File: config.mk
export PLATFORM = sky130hd
export DESIGN_NAME = merkle_root_from_branch_fold_unit
export DESIGN_NICKNAME = d
export VERILOG_FILES = /design/src/rtl/mrbf_pkg.sv /design/src/rtl/mrbf_round_core.sv /design/src/rtl/merkle_root_from_branch_fold_unit.sv
export SDC_FILE = /design/constraint.sdc
export NUM_CORES = 2
export LEC_CHECK = 0
export BUFFER_PORTS_ARGS = -buffer_cell sky130_fd_sc_hd__buf_2
export CAP_MARGIN = 20
export CORE_UTILIZATION = 56
export DETAILED_ROUTE_END_ITERATION = 10
export PLACE_DENSITY = 0.85
export SLEW_MARGIN = 20
export SYNTH_ARGS = -nofsm -noshare
export SYNTH_HDL_FRONTEND = slang
export SYNTH_HIERARCHICAL = 1
export SYNTH_SLANG_ARGS = --single-unit
File: constraint.sdc
create_clock -name i_clk -period 18.9 [get_ports i_clk]
set_input_delay 1.89 -clock i_clk [delete_from_list [all_inputs] [get_ports i_clk]]
set_output_delay 1.89 -clock i_clk [all_outputs]
set_load 0.05 [all_outputs]
File: src/rtl/mrbf_pkg.sv
// package: types, constants and helper functions for the merkle branch fold unit
`default_nettype none
package mrbf_pkg;

    typedef struct packed {
        logic        cmd;
        logic [63:0] hash_word0;
        logic [63:0] hash_word1;
        logic [63:0] hash_word2;
        logic [63:0] hash_word3;
        logic        last;
    } t_in_item;

    typedef struct packed {
        logic [63:0] root_word0;
        logic [63:0] root_word1;
        logic [63:0] root_word2;
        logic [63:0] root_word3;
    } t_out_item;

    localparam logic CMD_LOAD = 1'b0;
    localparam logic CMD_FOLD = 1'b1;

    typedef logic [31:0] t_word;
    typedef logic [255:0] t_state;
    typedef logic [511:0] t_block;

    // control from sequencer to round core
    typedef struct packed {
        logic start;
        logic use_iv;
    } t_core_ctl;

    localparam t_state IV = {
        32'h6a09e667, 32'hbb67ae85, 32'h3c6ef372, 32'ha54ff53a,
        32'h510e527f, 32'h9b05688c, 32'h1f83d9ab, 32'h5be0cd19
    };

    localparam t_block PAD1 = {32'h80000000, 416'h0, 32'd0, 32'd512};

    function automatic t_word rk(input logic [5:0] i);
        t_word k;
        case (i)
            6'd0: k = 32'h428a2f98;  6'd1: k = 32'h71374491;
            6'd2: k = 32'hb5c0fbcf;  6'd3: k = 32'he9b5dba5;
            6'd4: k = 32'h3956c25b;  6'd5: k = 32'h59f111f1;
            6'd6: k = 32'h923f82a4;  6'd7: k = 32'hab1c5ed5;
            6'd8: k = 32'hd807aa98;  6'd9: k = 32'h12835b01;
            6'd10: k = 32'h243185be; 6'd11: k = 32'h550c7dc3;
            6'd12: k = 32'h72be5d74; 6'd13: k = 32'h80deb1fe;
            6'd14: k = 32'h9bdc06a7; 6'd15: k = 32'hc19bf174;
            6'd16: k = 32'he49b69c1; 6'd17: k = 32'hefbe4786;
            6'd18: k = 32'h0fc19dc6; 6'd19: k = 32'h240ca1cc;
            6'd20: k = 32'h2de92c6f; 6'd21: k = 32'h4a7484aa;
            6'd22: k = 32'h5cb0a9dc; 6'd23: k = 32'h76f988da;
            6'd24: k = 32'h983e5152; 6'd25: k = 32'ha831c66d;
            6'd26: k = 32'hb00327c8; 6'd27: k = 32'hbf597fc7;
            6'd28: k = 32'hc6e00bf3; 6'd29: k = 32'hd5a79147;
            6'd30: k = 32'h06ca6351; 6'd31: k = 32'h14292967;
            6'd32: k = 32'h27b70a85; 6'd33: k = 32'h2e1b2138;
            6'd34: k = 32'h4d2c6dfc; 6'd35: k = 32'h53380d13;
            6'd36: k = 32'h650a7354; 6'd37: k = 32'h766a0abb;
            6'd38: k = 32'h81c2c92e; 6'd39: k = 32'h92722c85;
            6'd40: k = 32'ha2bfe8a1; 6'd41: k = 32'ha81a664b;
            6'd42: k = 32'hc24b8b70; 6'd43: k = 32'hc76c51a3;
            6'd44: k = 32'hd192e819; 6'd45: k = 32'hd6990624;
            6'd46: k = 32'hf40e3585; 6'd47: k = 32'h106aa070;
            6'd48: k = 32'h19a4c116; 6'd49: k = 32'h1e376c08;
            6'd50: k = 32'h2748774c; 6'd51: k = 32'h34b0bcb5;
            6'd52: k = 32'h391c0cb3; 6'd53: k = 32'h4ed8aa4a;
            6'd54: k = 32'h5b9cca4f; 6'd55: k = 32'h682e6ff3;
            6'd56: k = 32'h748f82ee; 6'd57: k = 32'h78a5636f;
            6'd58: k = 32'h84c87814; 6'd59: k = 32'h8cc70208;
            6'd60: k = 32'h90befffa; 6'd61: k = 32'ha4506ceb;
            6'd62: k = 32'hbef9a3f7; default: k = 32'hc67178f2;
        endcase
        return k;
    endfunction

    function automatic t_word rotr(input t_word x, input int n);
        return (x >> n) | (x << (32 - n));
    endfunction

endpackage
`default_nettype wire

File: src/rtl/mrbf_round_core.sv
// shared sha-256 compression core, one round per cycle
`default_nettype none
module mrbf_round_core (
    input  wire                    i_clk,
    input  wire                    i_rst_n,
    input  mrbf_pkg::t_core_ctl    i_ctl,
    input  mrbf_pkg::t_state       i_chain,
    input  mrbf_pkg::t_block       i_block,
    output logic                   o_done,
    output mrbf_pkg::t_state       o_digest
);
    logic [15:0][31:0] r_w;
    logic [7:0][31:0]  r_v;
    logic [7:0][31:0]  r_h;
    logic [5:0]        r_rnd;
    logic              r_busy;
    logic              r_done;

    mrbf_pkg::t_word s0, s1, wn, t1, t2, a, e, w0;
    mrbf_pkg::t_state chain;

    always_comb begin
        chain = i_ctl.use_iv ? mrbf_pkg::IV : i_chain;
        w0 = r_w[15];
        s0 = mrbf_pkg::rotr(r_w[14], 7) ^ mrbf_pkg::rotr(r_w[14], 18) ^ (r_w[14] >> 3);
        s1 = mrbf_pkg::rotr(r_w[1], 17) ^ mrbf_pkg::rotr(r_w[1], 19) ^ (r_w[1] >> 10);
        wn = r_w[15] + s0 + r_w[6] + s1;
        a  = r_v[7];
        e  = r_v[3];
        t1 = r_v[0] + (mrbf_pkg::rotr(e, 6) ^ mrbf_pkg::rotr(e, 11) ^ mrbf_pkg::rotr(e, 25))
             + ((e & r_v[2]) ^ (~e & r_v[1])) + mrbf_pkg::rk(r_rnd) + w0;
        t2 = (mrbf_pkg::rotr(a, 2) ^ mrbf_pkg::rotr(a, 13) ^ mrbf_pkg::rotr(a, 22))
             + ((a & r_v[6]) ^ (a & r_v[5]) ^ (r_v[6] & r_v[5]));
        for (int i = 0; i < 8; i++) begin
            o_digest[32*i +: 32] = r_h[i] + r_v[i];
        end
    end

    always_ff @(posedge i_clk) begin
        if (!i_rst_n) begin
            r_busy <= 1'b0;
            r_done <= 1'b0;
            r_rnd  <= '0;
        end else begin
            r_done <= 1'b0;
            if (i_ctl.start) begin
                r_busy <= 1'b1;
                r_rnd  <= '0;
            end else if (r_busy) begin
                r_rnd <= r_rnd + 6'd1;
                if (r_rnd == 6'd63) begin
                    r_busy <= 1'b0;
                    r_done <= 1'b1;
                end
            end
        end
        if (i_ctl.start) begin
            r_w <= i_block;
            r_v <= chain;
            r_h <= chain;
        end else if (r_busy) begin
            r_w <= {r_w[14:0], wn};
            r_v <= {t1 + t2, r_v[7], r_v[6], r_v[5], r_v[4] + t1, r_v[3], r_v[2], r_v[1]};
        end
    end

    assign o_done = r_done;
endmodule
`default_nettype wire

File: src/rtl/merkle_root_from_branch_fold_unit.sv
// top level: merkle branch fold with double sha-256 on a shared round core
//   channel | direction | handshake          | payload
//   in      | input     | i_valid / o_ready  | i_item (t_in_item)
//   out     | output    | o_valid / i_ready  | o_item (t_out_item)
// a load item runs no compression; a sibling item keeps the unit from taking the next
// item: three 64-round compressions on the one round core, each with a start and a
// done cycle, plus the emit step.
// a result waits in the output register; no item is taken while it waits unless the
// receiver takes the result in the same cycle.
// reset clears the running hash and all control.
`default_nettype none
module merkle_root_from_branch_fold_unit (
    input  wire                  i_clk,
    input  wire                  i_rst_n,
    input  wire                  i_valid,
    output logic                 o_ready,
    input  mrbf_pkg::t_in_item   i_item,
    output logic                 o_valid,
    input  wire                  i_ready,
    output mrbf_pkg::t_out_item  o_item
);
    typedef enum logic [4:0] {
        S_IDLE = 5'b00001,
        S_C1   = 5'b00010,
        S_C2   = 5'b00100,
        S_C3   = 5'b01000,
        S_EMIT = 5'b10000
    } t_state_e;

    t_state_e r_st, n_st;
    mrbf_pkg::t_state r_run, r_mid;
    logic [255:0] r_sib;
    logic r_last, r_go, n_go;
    logic r_ov;
    mrbf_pkg::t_out_item r_out;

    mrbf_pkg::t_core_ctl ctl;
    mrbf_pkg::t_state chain, digest;
    mrbf_pkg::t_block blk;
    logic done, acc;

    assign o_ready = (r_st == S_IDLE) && (!r_ov || i_ready);
    assign acc = i_valid && o_ready;

    always_comb begin
        n_st = r_st;
        n_go = 1'b0;
        ctl.start = r_go;
        ctl.use_iv = 1'b1;
        chain = r_mid;
        blk = {r_run, r_sib};
        case (r_st)
            S_IDLE: if (acc && i_item.cmd == mrbf_pkg::CMD_FOLD) begin
                n_st = S_C1;
                n_go = 1'b1;
            end
            S_C1: if (done) begin
                n_st = S_C2;
                n_go = 1'b1;
            end
            S_C2: begin
                ctl.use_iv = 1'b0;
                blk = mrbf_pkg::PAD1;
                if (done) begin
                    n_st = S_C3;
                    n_go = 1'b1;
                end
            end
            S_C3: begin
                blk = {r_mid, 32'h80000000, 192'h0, 32'd256};
                if (done) n_st = S_EMIT;
            end
            S_EMIT: n_st = S_IDLE;
            default: n_st = S_IDLE;
        endcase
    end

    mrbf_round_core u_core (
        .i_clk(i_clk), .i_rst_n(i_rst_n), .i_ctl(ctl), .i_chain(chain),
        .i_block(blk), .o_done(done), .o_digest(digest)
    );

    always_ff @(posedge i_clk) begin
        if (!i_rst_n) begin
            r_st  <= S_IDLE;
            r_go  <= 1'b0;
            r_ov  <= 1'b0;
            r_run <= '0;
        end else begin
            r_st <= n_st;
            r_go <= n_go;
            if ((acc && i_item.cmd == mrbf_pkg::CMD_LOAD && i_item.last) ||
                (r_st == S_EMIT && r_last)) begin
                r_ov <= 1'b1;
            end else if (i_ready) begin
                r_ov <= 1'b0;
            end
            if (acc) begin
                r_last <= i_item.last;
                if (i_item.cmd == mrbf_pkg::CMD_LOAD) begin
                    r_run <= {i_item.hash_word0, i_item.hash_word1,
                              i_item.hash_word2, i_item.hash_word3};
                    if (i_item.last) begin
                        r_out <= {i_item.hash_word0, i_item.hash_word1,
                                  i_item.hash_word2, i_item.hash_word3};
                    end
                end else begin
                    r_sib <= {i_item.hash_word0, i_item.hash_word1,
                              i_item.hash_word2, i_item.hash_word3};
                end
            end
            if (done && (r_st == S_C1 || r_st == S_C2)) r_mid <= digest;
            if (done && r_st == S_C3) r_run <= digest;
            if (r_st == S_EMIT && r_last) begin
                r_out <= r_run;
            end
        end
    end

    assign o_valid = r_ov;
    assign o_item  = r_out;
endmodule
`default_nettype wire

==> Word level (Yosys, flattened, before mapping) <==
Memories as Yosys holds them, arrays and structs flattened. A register that Yosys moved wholly into a read port is not among the register bits.
Index checks and enable logic that the tools add are counted.
{ "word_totals": {"register_bits": 2064, "romBits": 2048, "input_bits": 262, "elab_cells": 163, "memories": 1} }
{ "classes": {"n_addsub": 19, "n_eq_ne": 12, "n_mux": 29, "bitwise": 30, "reduce_logical": 26} }
{ "mem_list": {"columns": ["memory", "words", "width", "read_ports", "rd_ports_with_merged_regs", "write_ports", "line_no", "text"], "rows": [
  ["(name not given)", 64, 32, 1, 1, 0, "mrbf_pkg.sv:43", "case (i)"]
]} }
{ "ops": {"columns": ["cell", "n"], "rows": [
  ["$mux W256", 10],
  ["$mux W512", 2],
  ["$pmux W512 S2", 1],
  ["$add A32 B32 Y32", 18],
  ["$xor A32 B32 Y32", 9],
  ["$and A32 B32 Y32", 5],
  ["$not A32 Y32", 1],
  ["$or A10 B32 Y32", 1],
  ["$or A13 B32 Y32", 1],
  ["$or A14 B32 Y32", 1],
  ["$or A15 B32 Y32", 1],
  ["$or A19 B32 Y32", 1],
  ["$or A21 B32 Y32", 1],
  ["$or A25 B32 Y32", 1],
  ["$or A26 B32 Y32", 1],
  ["$or A30 B32 Y32", 1],
  ["$or A7 B32 Y32", 1],
  ["$xor A32 B22 Y32", 1],
  ["$xor A32 B29 Y32", 1],
  ["$mux W5", 4],
  ["$pmux W5 S4", 1],
  ["$mux W6", 2],
  ["$ne A2 B1 Y1 const B", 6],
  ["$reduce_bool A2 Y1", 5],
  ["18 further kinds", 40]
]} }

==> Depth between registers and ports, before layout <==
{ "logic_depth": {"word_depth": 10, "depth_mapped": 34} }

==> Modules after synthesis <==
Netlist, hierarchy kept.
{ "by_module_without_submodules": {"columns": ["mod", "instances", "cells_each", "area_each_um2", "seq_area_each_um2"], "rows": [
  ["mrbf_round_core", 1, 6080, 70252.4, 31550.3],
  ["merkle_root_from_branch_fold_unit", 1, 3155, 41701.2, 28357.2]
]} }

==> Worst setup path before layout <==
Ideal clock, no wire load.
{ "synth_timing": {"path_type": "register to register", "from": "register r_go", "to": "register u_core.r_v (netlist bit u_core/a[0]), enable pin", "setup_ns": 0.822, "arrival_time_ns": 16.294, "slack_ns": 1.784, "stages_incl_launch_ff": 6, "n_path_buf": 4, "synth_period_minus_slack_ns": 17.116, "path_cell_list": "dfxtp_1 clkbuf_1 clkbuf_1 clkbuf_1 clkbuf_1 or2_2"} }
{ "synth_via": {"elab_chain_len": 1} }
{ "synth_lines": {"columns": ["item", "line_no", "text"], "rows": [
  ["from (decl)", "merkle_root_from_branch_fold_unit.sv:33", "logic r_last, r_go, n_go;"],
  ["from (signal assigned)", "merkle_root_from_branch_fold_unit.sv:91", "r_go <= n_go;"],
  ["$reduce_bool A2 Y1 (no source line)", null, null],
  ["to (signal assigned)", "mrbf_round_core.sv:59", "r_v <= chain;"],
  ["to (signal assigned)", "mrbf_round_core.sv:63", "r_v <= {t1 + t2, r_v[7], r_v[6], r_v[5], r_v[4] + t1, r_v[3], r_v[2], r_v[1]};"],
  ["to (decl)", "mrbf_round_core.sv:13", "logic [7:0][31:0] r_v;"]
]} }
No other way between the ends.
A chain may end at the register's enable or synchronous reset.

==> Worst setup path after layout <==
{ "layout_timing": {"from": "register u_core.r_v (netlist bit u_core/e[0])", "to": "register u_core.r_v (netlist bit u_core/a[31]) (data pin)"} }
{ "layout_via": {"elab_chain_len": 10, "word_cells_on_any_way": 16, "cone_classes": "add/sub (5); mux (2); bitwise (9)"} }
{ "layout_lines": {"columns": ["item", "line_no", "text"], "rows": [
  ["$or A21 B32 Y32 / $or A26 B32 Y32 (equally long branches)", "mrbf_pkg.sv:81", "return (x >> n) | (x << (32 - n));"],
  ["$xor A32 B32 Y32 (2 in series)", "mrbf_round_core.sv:30", "t1 = r_v[0] + (mrbf_pkg::rotr(e, 6) ^ mrbf_pkg::rotr(e, 11) ^ mrbf_pkg::rotr(e, 25))"],
  ["$add A32 B32 Y32", "mrbf_round_core.sv:30", null],
  ["$add A32 B32 Y32 * (3 in series)", "mrbf_round_core.sv:31", "+ ((e & r_v[2]) ^ (~e & r_v[1])) + mrbf_pkg::rk(r_rnd) + w0;"],
  ["$add A32 B32 Y32 *", "mrbf_round_core.sv:63", null],
  ["$mux W256 *", "mrbf_round_core.sv:61", "end else if (r_busy) begin"],
  ["$mux W256 *", "mrbf_round_core.sv:57", "if (i_ctl.start) begin"]
]} }
Mark *: on every way between the ends. The rest lies on a longest branch, timed or not. The select of a mux whose other input is x is not followed.

==> impl_metrics.json <==
{
  "synthFlopType": "edfxtp_1",
  "grt.overflow.total": 0,
  "grt_pass1_wl_um": 609600,
  "cp_slowest_cell": "edfxtp_1",
  "netlist_area_um2": 112000,
  "yosysWarnings": 6,
  "grt_pass1_vias": 78581,
  "drive_gt1_frac": 0.2163,
  "outcome": "completed",
  "synth_commonest_cells": "1793 x edfxtp_1, 919 x mux2_2, 793 x a21oi_1",
  "cts-hold-fix-buffers": 0,
  "nNetsFinal": 10381,
  "max_slew_margin": 0.1316,
  "synth_area_leader_cell": "edfxtp_1",
  "remaining_drc_errors": 0,
  "htree_levels": 4,
  "cp.required_ps": 19660,
  "ant_nets": 0,
  "syn_to_final_growth_pct": 10.78,
  "period_share": 0.4477,
  "cp-start-kind": "register",
  "clk_pin_slew_worst_paths_ps": 60,
  "place_congestion": 1.084,
  "dp_hpwl_um": 332400,
  "die_w_um": 449.1,
  "yosys-top-cells-area": "edfxtp_1 48%, mux2_2 9.2%, dfxtp_1 5.4%, ha_1 4.4%, a21oi_1 3.5%",
  "finalSetupViolCount": 0,
  "hp-class": "reg2reg",
  "path_class": "reg2reg",
  "antenna_found_initial": 71,
  "synth_cell_types": 101,
  "cts_resized": 0,
  "async_flop_share": 0,
  "synth_edf_count": 1793,
  "fp-row-count": 163,
  "netlist_instances": 9235,
  "holdWs_ps": 473.1,
  "root_buffer": "clkbuf_16",
  "ys_ff_latch": 2096,
  "cts_made_buffers": 210,
  "slew_violations": 0,
  "portBuffers": 519,
  "viasPerCell": 6.890,
  "cts_tree": "yes",
  "routedWlPerCell_um": 36.16,
  "slowest_delay_ps": 520,
  "syn_nets": 10082,
  "start_util": 0.5653,
  "grt_max_degree": 156,
  "grt.total_usage": 0.4311,
  "dpl.cell_count": 11962,
  "period_needed_ps": 8461,
  "post-cts-setup-buffers": 0,
  "path_max_fanout": 6,
  "rsz0062_at_grt": "false",
  "seq_area_frac_synth": 0.5351,
  "cap_violations": 0,
  "vias": 85465,
  "ios": 520,
  "layoutNonFillerInstCount": 12404,
  "cts_sinks": 2096,
  "syn_area_per_cell_um2": 12.12,
  "fin_skew_ps": 75.14,
  "wirelength_um": 448500,
  "drt_iter0_markers": 14516,
  "finalHoldViolCount": 0,
  "die_h_um": 449.1,
  "crit_arrival_ps": 9220,
  "fin_tns_setup_ps": 0,
  "first_pass_iters": 7,
  "clock_path_buffers": 3,
  "fmax_mhz": 118.2,
  "dieArea_um2": 201700,
  "cp-end-kind": "register",
  "tightest_slew_ps": 1289,
  "core_area_um2": 198000,
  "clk_latency_ps": 920,
  "netlist.area_leader.share": 0.4809,
  "yosys.cell_count.top_type": "edfxtp_1"
}
[kinds of logic after synthesis]
family	after synthesis	share of synthesized area
AOI/OAI and AO/OA	2307	0.1291
DFF	2096	0.5351
and+or+nand+nor	1746	0.07818
muxes	968	0.09712
buffers and inverters	938	0.03523
xor gates and xnor gates	592	0.04656
adders and majority gates	588	0.07872
[critical path: cells and delay by family, from the launching register on]
family / cells / cell delay [ps]
and+or+nand+nor: 6 / 1310
DFF: 1 / 520
adders and majority gates: 7 / 2530
buffers and inverters: 5 / 400
AOI/OAI and AO/OA: 11 / 2440
xor gates and xnor gates: 2 / 720
muxes: 1 / 400
[routing by layer]
layer | global-route usage | vias up | wire length, µm
met3 | 0.1545 | 1322 | 68720
met1 | 0.5662 | 42060 | 160300
li1 | - | 34668 | -
met2 | 0.6052 | 7377 | 184700
met5 | 0 | - | 251
met4 | 0.2707 | 38 | 34500
[registers in the layout (all words and copies together) (netlist names), 5 cells and up, named ones only]
signal	count
o_item	256
u_core/r_v	192
r_sib	256
u_core/r_w	480
u_core/e	32
u_core/a	32
u_core/r_rnd	6
r_run	256
r_st	5
u_core/r_h	256
u_core/w0	32
chain	256
[placed cells by master, fill, tap and decap left out, types with 17 or more instances in the layout]
master / instances
or3_1: 17
ha_1: 390
clkbuf_1: 28
o21ai_1: 19
dfxtp_1: 302
bufinv_16: 29
nand2_1: 590
mux2_2: 919
nand4_1: 26
xnor2_1: 407
and3_1: 283
nor2b_1: 167
a22o_1: 256
o211ai_1: 39
o21ai_0: 549
o21a_1: 65
nand3_1: 82
a211oi_1: 54
a31oi_1: 67
a311oi_1: 25
edfxtp_1: 1793
mux2i_1: 25
diode_2: 41
o21bai_1: 47
nor2_1: 238
nor3_1: 69
nand2b_1: 59
clkbuf_8: 24
inv_1: 404
buf_2: 518
buf_4: 90
or2_2: 144
a21o_1: 190
fa_1: 195
clkinv_2: 47
clkbuf_16: 214
a21oi_1: 793
clkinvlp_4: 18
xor2_1: 182
mux2_1: 23
[final timing paths]
kind	end	slack, ps	cells past startpoint	start
min reg2reg	r_run[236]$_SDFFE_PN0P_	470	2	r_run[236]$_SDFFE_PN0P_
max	u_core/a[31]$_DFFE_PP_	10440	32	u_core/e[0]$_DFFE_PP_
max reg2reg	u_core/a[31]$_DFFE_PP_	10440	32	u_core/e[0]$_DFFE_PP_
min	r_run[236]$_SDFFE_PN0P_	470	2	r_run[236]$_SDFFE_PN0P_
[metrics by stage]
| stage | util | setup WS (ps) | cell area (µm²) |
|---|---|---|---|
| 2_1_floorplan | - | 1784 | 112000 |
| 3_3_place_gp | 0.5875 | 10650 | 116400 |
| 3_5_place_dp | 0.5877 | 10660 | 116400 |
| 4_1_cts | 0.6257 | 10590 | 123900 |
| 5_1_grt | 0.6258 | 10140 | 123900 |
| 6_report | 0.6263 | 10440 | 124000 |
[layout make-up]
type / count / area (µm²)
Inverter: 409 / 1543
Clock inverter: 135 / 1740
Fill cell: 14984 / 74010
Sequential cell: 2096 / 59910
Timing Repair Buffer: 616 / 3427
Tap cell: 2640 / 3303
Multi-Input combinational cell: 6201 / 48200
Antenna cell: 41 / 102.6
Clock buffer: 266 / 5791
Power is left out: the tool's default activity adds up to more than one toggle a clock period on the data nets, which glitch-free logic cannot reach.
